$ cat config.mk
export PLATFORM = sky130hd
export DESIGN_NAME = amru_bank_mem
export DESIGN_NICKNAME = d
export VERILOG_FILES = /design/src/rtl/amru_bank_mem.sv
export SDC_FILE = /design/constraint.sdc
export NUM_CORES = 2
export LEC_CHECK = 0
export BUFFER_PORTS_ARGS = -buffer_cell sky130_fd_sc_hd__buf_2
export CAP_MARGIN = 20
export CORE_MARGIN = 8
export CORE_UTILIZATION = 65
export CTS_CLUSTER_DIAMETER = 30
export DETAILED_ROUTE_END_ITERATION = 12
export PLACE_DENSITY_LB_ADDON = 0.15
export SYNTH_ARGS = -nofsm -noshare
export SYNTH_HDL_FRONTEND = slang
export SYNTH_SLANG_ARGS = --single-unit
$ cat constraint.sdc
create_clock -name i_clk -period 3.7 [get_ports i_clk]
set_clock_uncertainty 0.05 [all_clocks]
set_input_delay 0.185 -clock i_clk [delete_from_list [all_inputs] [get_ports i_clk]]
set_output_delay 0.185 -clock i_clk [all_outputs]
set_load 0.02 [all_outputs]
$ cat src/rtl/amru_bank_mem.sv
`timescale 1ns / 1ps
// one byte-wide bank of the store, one write and one registered read port
// depends on nothing

module amru_bank_mem #(
    parameter int DEPTH = 512,
    parameter int AW    = 9
) (
    input  logic          i_clk,
    input  logic          i_we,
    input  logic [AW-1:0] i_waddr,
    input  logic [7:0]    i_wdata,
    input  logic          i_re,
    input  logic [AW-1:0] i_raddr,
    output logic [7:0]    o_rdata
);

    logic [7:0] mem [DEPTH];

    always_ff @(posedge i_clk) begin
        if (i_we) begin
            mem[i_waddr] <= i_wdata;
        end
    end

    always_ff @(posedge i_clk) begin
        if (i_re) begin
            o_rdata <= mem[i_raddr];
        end
    end

endmodule

==> results.yml <==
status:
  status: "completed"
sta:
  finalCritPeriodShare_pct: 90.09
  period_needed_ps: 3333
  fmax_mhz: 300.0
  slew_headroom_pct: 9.047
  finalHoldViolations: 0
  rsz0062_at_grt: "no"
  hold-worst-slack_ps: 130.2
  slew_violations: 0
  worst_slew_pin_slew_ps: 1364
  tns_ps: 0
  setup_viol_count_final: 0
setup_path:
  worst_path_max_delay_cell: "nor4_1"
  crit_chain: "mux2i_1 -> o221ai_1 -> a21oi_1 -> nor4_1 -> buf_4 -> nand4_1 -> buf_4 -> nor4_1 -> o2111a_1"
  cp-end-kind: "flop"
  crit_path_start_kind: "flop"
  worstPathArrival_ps: 4130
  crit_family: "simple AND/OR/NAND/NOR gates"
  critPathMaxFanout: 2
  required_ps: 4500
  worst-setup-path-type: "reg -> reg"
  slowest_delay_ps: 860
  worstPathBufferInverterCount: 2
cts:
  post_cts_buffers: 0
  ctsHtreeMaxLevel: 6
  cts_resized: 0
  tritoncts: "yes"
  cts.sinks: 4104
  path_clk_slew_ps: 50
  cts-root-buf: "clkbuf_16"
  cts_buffers: 645
  clock_tree.buffer_depth: 4
  insertion_delay_ps: 1020
grt:
  grt_pass1_wl_mm: 614.2
  grt_start_max_net_pins: 130
  grt_use_total_pct: 32.15
  grt-ovfl-total: 0
  antenna_found_initial: 24
  grt_pass1_vias: 87010
drt:
  dr.first_iter.drc_count: 12930
  ant_nets: 0
  drc_errors: 0
  post_drt_wl_per_cell_um: 34.63
  drt-total-wl_mm: 428.6
  vias_per_cell: 7.031
  via_count: 87010
  first_pass_iters: 7
logic_synthesis:
  synth_area_um2: 160000
  synth_edf_count: 4104
  yosys_warnings: 0
  synth_cells: 8030
  synthArstFlopShare_pct: 0
  ys_types: 50
  synthFlopType: "edfxtp_1"
  synth.avg_cell_area_um2: 19.93
  synth-seq-area-share_pct: 77.02
  syn_nets: 8059
  ys_seq_elements: 4104
die:
  row_count: 182
  initial_core_util_pct: 65.24
  core_um2: 245300
  io_pins: 37
  dieArea_um2: 262300
  die_y_um: 512.2
  die_x_um: 512.2
place:
  place_congestion: 0.9423
  port-buffer-count: 36
  dp_hpwl_mm: 251.0
finish:
  nets: 8650
  area_growth_pct: 17.41
  drive_above_1_share_pct: 23.50
power:
  ir_worst_vdd_mv: 0.6177
  leakagePower_nw: 61.48
  total_power_w: 0.1166
  cellPowerDensity_nw_per_um2: 620.6
worst_hold_path:
  hp-class: "in -> reg"
run:
  cap_violations: 0
==> path summary, 6_finish.rpt <==
kind / slack, ps / start / cells past startpoint / endpoint
setup / recovery: 370 / mem[57][2] / 9 / o_rdata[2]
hold / removal: 130 / i_waddr[0] / 3 / mem[39][4]
setup reg to reg: 370 / mem[57][2] / 9 / o_rdata[2]
hold reg to reg: 1200 / mem[299][0] / 6 / o_rdata[0]
==> metal layers <==
metal	global-route usage (%)	vias to the layer above	part of all wire, %
met1	44.77	44720	36
met3	8.899	1046	13
met2	49.17	6368	46
met4	12.92	10	4.5
met5	0	-	0.025
li1	-	34860	-
==> layout make-up <==
| class | instances | area (um2) |
|---|---|---|
| fill | 12420 | 57390 |
| sequential | 4104 | 123200 |
| multi-input combinational | 3410 | 34000 |
| timing repair buffer | 457 | 4746 |
| clock buffer | 720 | 16610 |
| clock inverter | 442 | 5176 |
| inverter | 3 | 18.77 |
| tap | 3220 | 4029 |
| antenna | 19 | 47.55 |
==> Yosys cell counts (61+ instances only) <==
library cell / number / area share (%)
edfxtp_1: 4104 / 77
mux2i_1: 797 / 5.0
mux4_2: 654 / 9.2
nor2_1: 597 / 1.4
o221ai_1: 371 / 2.0
clkbuf_1: 265 / 0.62
a21oi_1: 194 / 0.61
o22ai_1: 163 / 0.64
o21ai_0: 118 / 0.37
nand2_1: 111 / 0.26
nor3_1: 109 / 0.34
buf_4: 70 / 0.33
buf_6: 64 / 0.45
a22oi_1: 61 / 0.29
==> through the flow <==
step | cell area [um2] | worst slack (ps) | std cells | utilization (%)
2_1_floorplan | 160000 | 1354 | 8030 | -
3_3_place_gp | 165900 | -351.0 | 11180 | 67.65
3_5_place_dp | 165900 | -126.5 | 11180 | 67.65
4_1_cts | 187800 | 430.2 | 12360 | 76.58
5_1_grt | 187800 | 399.3 | 12360 | 76.59
6_report | 187900 | 366.6 | 12380 | 76.60
==> report_power, final <==
| group | switching, W | internal [W] |
|---|---|---|
| combinational | 0.00328 | 0.00161 |
| sequential | 0.0000413 | 0.0513 |
| clock | 0.0219 | 0.0385 |
| total | 0.0252 | 0.0914 |
==> cells by family (layout without fill, tap and decap cells) <==
kind of cell / Yosys count / in the layout / synth area share, %
AO/OA/AOI/OAI: 979 / 979 / 4.311
buffers and inverters: 516 / 1622 / 1.848
flip-flops: 4104 / 4104 / 77.02
multiplexers: 1451 / 1451 / 14.19
other: 0 / 19 / 0
AND/OR/NAND/NOR: 980 / 980 / 2.630
==> sequential cells by signal, indices dropped and copies added, names as in the netlist <==
name and cells:
mem 4096, o_rdata 8
==> cell usage in the layout, fill, tap and decap left out, drive strengths merged, types with 5 or more instances in the layout <==
master       Yosys  final
edfxtp        4104   4104
or2              5      5
o311ai           6      6
a22oi           61     61
bufinv           0     84
nor4            36     36
nand4           32     32
dlygate4sd3      0     10
a22o             5      5
diode            0     19
o31ai           13     13
nor3b            8      8
o221ai         372    372
mux2i          797    797
buf            248    447
a211oi          17     17
o2111a           8      8
o41ai            7      7
mux4           654    654
nor2           597    597
nor3           109    109
and2            20     20
nand3           36     36
clkinvlp         0     52
nand2          111    111
a21oi          194    194
o22ai          163    163
nor2b            6      6
clkbuf         265    720
o21ai          119    119
clkinv           0    239
or3              6      6
inv              3     70
==> what timing repair did <==
| item | in CTS | in global routing |
|---|---|---|
| setup endpoints to repair | 0 | 0 |
| endpoints found under the hold margin | 1620 | 0 |
| hold buffers | 10 | 0 |
==> worst reg2reg max path, cell delays in order, from the launching register on <==
cell and delay, ps:
edfxtp_1 340, mux2i_1 90, o221ai_1 480, a21oi_1 250, nor4_1 330, buf_4 200
nand4_1 90, buf_4 190, nor4_1 860, o2111a_1 310
No activity file was read; power rests on OpenSTA's default activity.
