===== src/rtl/amru_pkg.sv =====
`timescale 1ns / 1ps
// shared types, codes and helper functions for the atomic memory rmw unit
// no dependencies

package amru_pkg;

    localparam int OP_W     = 3;
    localparam int SIZE_W   = 2;
    localparam int OFFS_W   = 16;
    localparam int DATA_W   = 64;
    localparam int LIMIT_W  = 13;
    localparam int EXT_W    = 17;
    localparam int LANES    = 8;
    localparam int LANE_W   = 3;
    localparam int IN_TDATA_W  = 152;
    localparam int OUT_TDATA_W = 72;
    localparam int CFG_IDX_W   = 1;

    typedef enum logic [OP_W-1:0] {
        OP_LOAD     = 3'd0,
        OP_STORE    = 3'd1,
        OP_EXCHANGE = 3'd2,
        OP_CMPXCHG  = 3'd3,
        OP_ADD      = 3'd4,
        OP_AND      = 3'd5,
        OP_OR       = 3'd6,
        OP_XOR      = 3'd7
    } t_op;

    typedef enum logic [1:0] {
        ST_OK       = 2'd0,
        ST_BOUNDS   = 2'd1,
        ST_READONLY = 2'd2
    } t_status;

    typedef enum logic [CFG_IDX_W-1:0] {
        CFG_LIMIT    = 1'd0,
        CFG_WRITABLE = 1'd1
    } t_cfg_idx;

    typedef enum logic [1:0] {
        S_CLEAR,
        S_IDLE,
        S_EXEC
    } t_state;

    typedef struct packed {
        logic [DATA_W-1:0] old_value;
        logic              success;
        logic [DATA_W-1:0] wdata;
        logic [LANES-1:0]  wen;
    } t_alu_res;

    function automatic logic [DATA_W-1:0] size_mask(input logic [SIZE_W-1:0] size);
        logic [DATA_W-1:0] m;
        case (size)
            2'd0:    m = 64'h0000_0000_0000_00FF;
            2'd1:    m = 64'h0000_0000_0000_FFFF;
            2'd2:    m = 64'h0000_0000_FFFF_FFFF;
            default: m = 64'hFFFF_FFFF_FFFF_FFFF;
        endcase
        return m;
    endfunction

    function automatic logic [LANES-1:0] size_lanes(input logic [SIZE_W-1:0] size);
        logic [LANES-1:0] e;
        case (size)
            2'd0:    e = 8'h01;
            2'd1:    e = 8'h03;
            2'd2:    e = 8'h0F;
            default: e = 8'hFF;
        endcase
        return e;
    endfunction

endpackage


===== src/rtl/amru_alu.sv =====
`timescale 1ns / 1ps
// aligns the read bank bytes, applies the atomic operation and builds bank writes
// depends on amru_pkg

module amru_alu import amru_pkg::*; (
    input  logic [DATA_W-1:0] i_bank_data,
    input  logic [LANE_W-1:0] i_lane,
    input  logic [SIZE_W-1:0] i_size,
    input  t_op               i_op,
    input  logic              i_ok,
    input  logic [DATA_W-1:0] i_operand,
    input  logic [DATA_W-1:0] i_desired,
    output t_alu_res          o_res
);

    logic [5:0]          shamt;
    logic [2*DATA_W-1:0] rd_rot;
    logic [2*DATA_W-1:0] wr_rot;
    logic [2*LANES-1:0]  en_rot;
    logic [DATA_W-1:0]   mask;
    logic [DATA_W-1:0]   observed;
    logic [DATA_W-1:0]   opnd;
    logic [DATA_W-1:0]   repl;
    logic                wr;
    logic                succ;

    assign shamt    = {i_lane, 3'b000};
    assign rd_rot   = {i_bank_data, i_bank_data} >> shamt;
    assign mask     = size_mask(i_size);
    assign observed = rd_rot[DATA_W-1:0] & mask;
    assign opnd     = i_operand & mask;

    always_comb begin
        repl = observed;
        wr   = 1'b0;
        succ = 1'b0;
        case (i_op)
            OP_LOAD: begin
                wr = 1'b0;
            end
            OP_STORE, OP_EXCHANGE: begin
                repl = opnd;
                wr   = 1'b1;
            end
            OP_CMPXCHG: begin
                succ = (observed == opnd);
                repl = i_desired & mask;
                wr   = succ;
            end
            OP_ADD: begin
                repl = (observed + opnd) & mask;
                wr   = 1'b1;
            end
            OP_AND: begin
                repl = observed & opnd;
                wr   = 1'b1;
            end
            OP_OR: begin
                repl = observed | opnd;
                wr   = 1'b1;
            end
            OP_XOR: begin
                repl = observed ^ opnd;
                wr   = 1'b1;
            end
            default: begin
                wr = 1'b0;
            end
        endcase
    end

    // rotate the result and the lane enables back onto the banks
    assign wr_rot = {repl, repl} << shamt;
    assign en_rot = {size_lanes(i_size), size_lanes(i_size)} << i_lane;

    always_comb begin
        o_res.wdata = wr_rot[2*DATA_W-1:DATA_W];
        o_res.wen   = (wr && i_ok) ? en_rot[2*LANES-1:LANES] : '0;
        o_res.success = succ && i_ok;
        if (!i_ok) begin
            o_res.old_value = '0;
        end else if (i_op == OP_STORE) begin
            o_res.old_value = i_operand;
        end else begin
            o_res.old_value = observed;
        end
    end

endmodule


===== config.mk =====
export PLATFORM = sky130hd
export DESIGN_NAME = amru_alu
export DESIGN_NICKNAME = d
export VERILOG_FILES = /design/src/rtl/amru_pkg.sv /design/src/rtl/amru_alu.sv
export SDC_FILE = /design/constraint.sdc
export NUM_CORES = 1
export LEC_CHECK = 0
export BUFFER_PORTS_ARGS = -buffer_cell sky130_fd_sc_hd__buf_2
export CORE_AREA = 5 5 190 265
export DETAILED_ROUTE_END_ITERATION = 10
export DIE_AREA = 0 0 195 270
export PLACE_DENSITY_LB_ADDON = 0.05
export SLEW_MARGIN = 30
export SYNTH_ARGS = -nofsm -noshare
export SYNTH_HDL_FRONTEND = slang
export SYNTH_SLANG_ARGS = --single-unit

===== constraint.sdc =====
create_clock -name vclk -period 13.4
set_input_delay 2.01 -clock vclk [all_inputs]
set_output_delay 2.01 -clock vclk [all_outputs]
set_load 0.005 [all_outputs]

==> run summary <==
Sw Ratio = 0.662
Peak supply drop = 0.0000375 V
Routed wire per std cell = 32.0 um
area leader, netlist = nand2_1
CP Data Required Time = 11390 ps
Setup crit start kind = primary input
via count = 22700
routability cong. = 1.06
chip width = 195 um
Reg area = 0 um2
antenna viol nets, final = 0
sequential share of the synthesized area = 0
worst slew pin tran = 1060 ps
post-CTS sizing = 0
RSZ-0062 raised after global routing = no
Post-synth top cells = nand2_1, a21oi_1, o21ai_0
Die Y = 270 um
Setup Crit Path Kind = in2out
setup_tns = 0 ps
area of placed instances = 18900 um2
largest net degree at the start of global routing = 83
Core Area = 47800 um2
post-route cell area = 18900 um2
Synth area leaders = nand2_1, mux4_2, ha_1
top-count cell post-synth = nand2_1
FFs & Latches = 0
share of cells above drive strength 1 = 0.200
post-synthesis instance total = 2610
nets = 3098
Cell Rows = 95
# fillers = 5354
worst-path maximum fanout = 62
post-synth net total = 2940
vias in the first global route = 21500
Switch Pwr = 0.590 mW
drt via density = 6.69
Syn Area/Cell = 6.48 um2
# hold bufs at CTS = 0
crit end category = primary output
Ports = 338
initial DRC count = 2623
Max Cap Violations = 0
Internal Power = 0.301 mW
initial antenna violation count = 3
post-CTS setup buffer count = 0
clock buffers = 0
Slew HR = 0.271
final setup violation count = 0
Ant. Diodes = 0
Final min period = 10580 ps
area delta synth->final = 11.6%
Die ar. = 52700 um2
Max Slew Vio Count = 0
Mapped Area = 16900 um2
Hold Path Depth = 4
combinational power share = 1.000
Netlist cell types = 95
Tcrit/Tclk final = 0.789
Hold WC Path Type = in2out
DRC = 0
Clk pwr share = 0
Initial Util = 0.354
Post-DP HPWL = 87800 um
grt ovf = 0
Final Hold Viols = 0
GR Util All Layers = 0.385
YS warnings = 0
leak pwr = 8.61 nW
status = finished clean
register share of total power = 0
critical path arrival = 8570 ps
port bufs = 338
fmax = 94.5 MHz
first drt pass iteration count = 6
Synth top area share = 0.110
first-pass GRT wire length = 153000 um
Routed WL = 109000 um
power per cell area = 47.2 nW/um2
==> cells in the final DEF (no fill, tap or decap), types with 11 or more instances in the layout <==
cell type,netlist,final
xnor2_1,18,18
buf_4,8,52
buf_2,61,334
inv_1,186,183
a221o_1,11,11
o21ai_1,12,17
mux2_2,29,29
o211ai_1,27,27
o21a_1,16,16
o221ai_1,11,11
or3_1,12,12
nand3_1,39,39
a22o_1,17,17
a21boi_0,35,35
o211a_1,12,12
o21ai_0,190,185
a211oi_1,31,30
nor2_1,146,144
o31ai_1,19,19
and2_1,43,41
nand4_1,44,44
or2_2,11,11
nand2_1,494,492
and3_1,11,11
a21oi_1,216,215
o22ai_1,21,19
mux2i_1,137,137
nor3_1,64,63
nor4_1,25,25
a221oi_1,43,43
a21o_1,26,26
mux4_2,78,78
a22oi_1,36,36
a31oi_1,23,23
ha_1,128,128
==> worst max-delay path, stage by stage <==
cell and delay [ps]:
buf_4 250, buf_16 260, inv_2 150, buf_4 690
mux2i_1 350, nand2_1 80, a21oi_1 560, inv_1 100
ha_1 710, nand4_1 210, nor3_1 820, and2_1 290
nand4_1 100, a21oi_1 250, nor3_1 80, nor3_1 680
mux2i_1 240, mux4_2 500, buf_2 140
==> power by group through the flow <==
stage / logic, mW / registers, mW / clock network, mW
2_1_floorplan: 0.514 / 0 / 0
3_3_place_gp: 0.854 / 0 / 0
3_5_place_dp: 0.861 / 0 / 0
4_1_cts: 0.865 / 0 / 0
5_1_grt: 0.937 / 0 / 0
6_report: 0.891 / 0 / 0
==> per-stage QoR <==
| step | setup slack [ps] | cells | total power [mW] | hold WS, ps | utilization |
|---|---|---|---|---|---|
| global route | 2460 | 3396 | 0.937 | 4380 | 0.395 |
| floorplan | 5130 | 2610 | 0.514 | 4130 | - |
| detailed placement | 2830 | 3395 | 0.861 | 4360 | 0.395 |
| CTS | 2810 | 3395 | 0.865 | 4360 | 0.395 |
| finish | 2820 | 3396 | 0.891 | 4360 | 0.395 |
| global placement | 2640 | 3394 | 0.854 | 4350 | 0.393 |
==> metal layers <==
metal,share of wire,global-route usage
met2,0.45,0.618
met1,0.38,0.482
met5,0.00022,0
met4,0.082,0.235
met3,0.093,0.0634
==> cell families (layout without fill, tap and decap cells) <==
logic type	Yosys count	count (layout)	synth area share
adders and majority gates	136	136	0.100
xor gates and xnor gates	29	29	0.0150
AOI/OAI and AO/OA	842	842	0.328
buffers and inverters	418	574	0.102
and+or+nand+nor	940	940	0.250
muxes	245	245	0.205
==> layout make-up <==
| type | count | area, um2 | share of cell area |
|---|---|---|---|
| Tap cell | 630 | 788 | 0.0418 |
| Multi-Input combinational cell | 2192 | 15300 | 0.810 |
| Timing Repair Buffer | 387 | 2090 | 0.111 |
| Inverter | 187 | 704 | 0.0374 |
==> worst paths after layout <==
path,endpoint,from,slack (ps)
worst max-delay path,o_res[30],i_lane[0],2820
worst min-delay path,o_res[114],i_operand[41],4360
(Power assumes the default switching activity.)
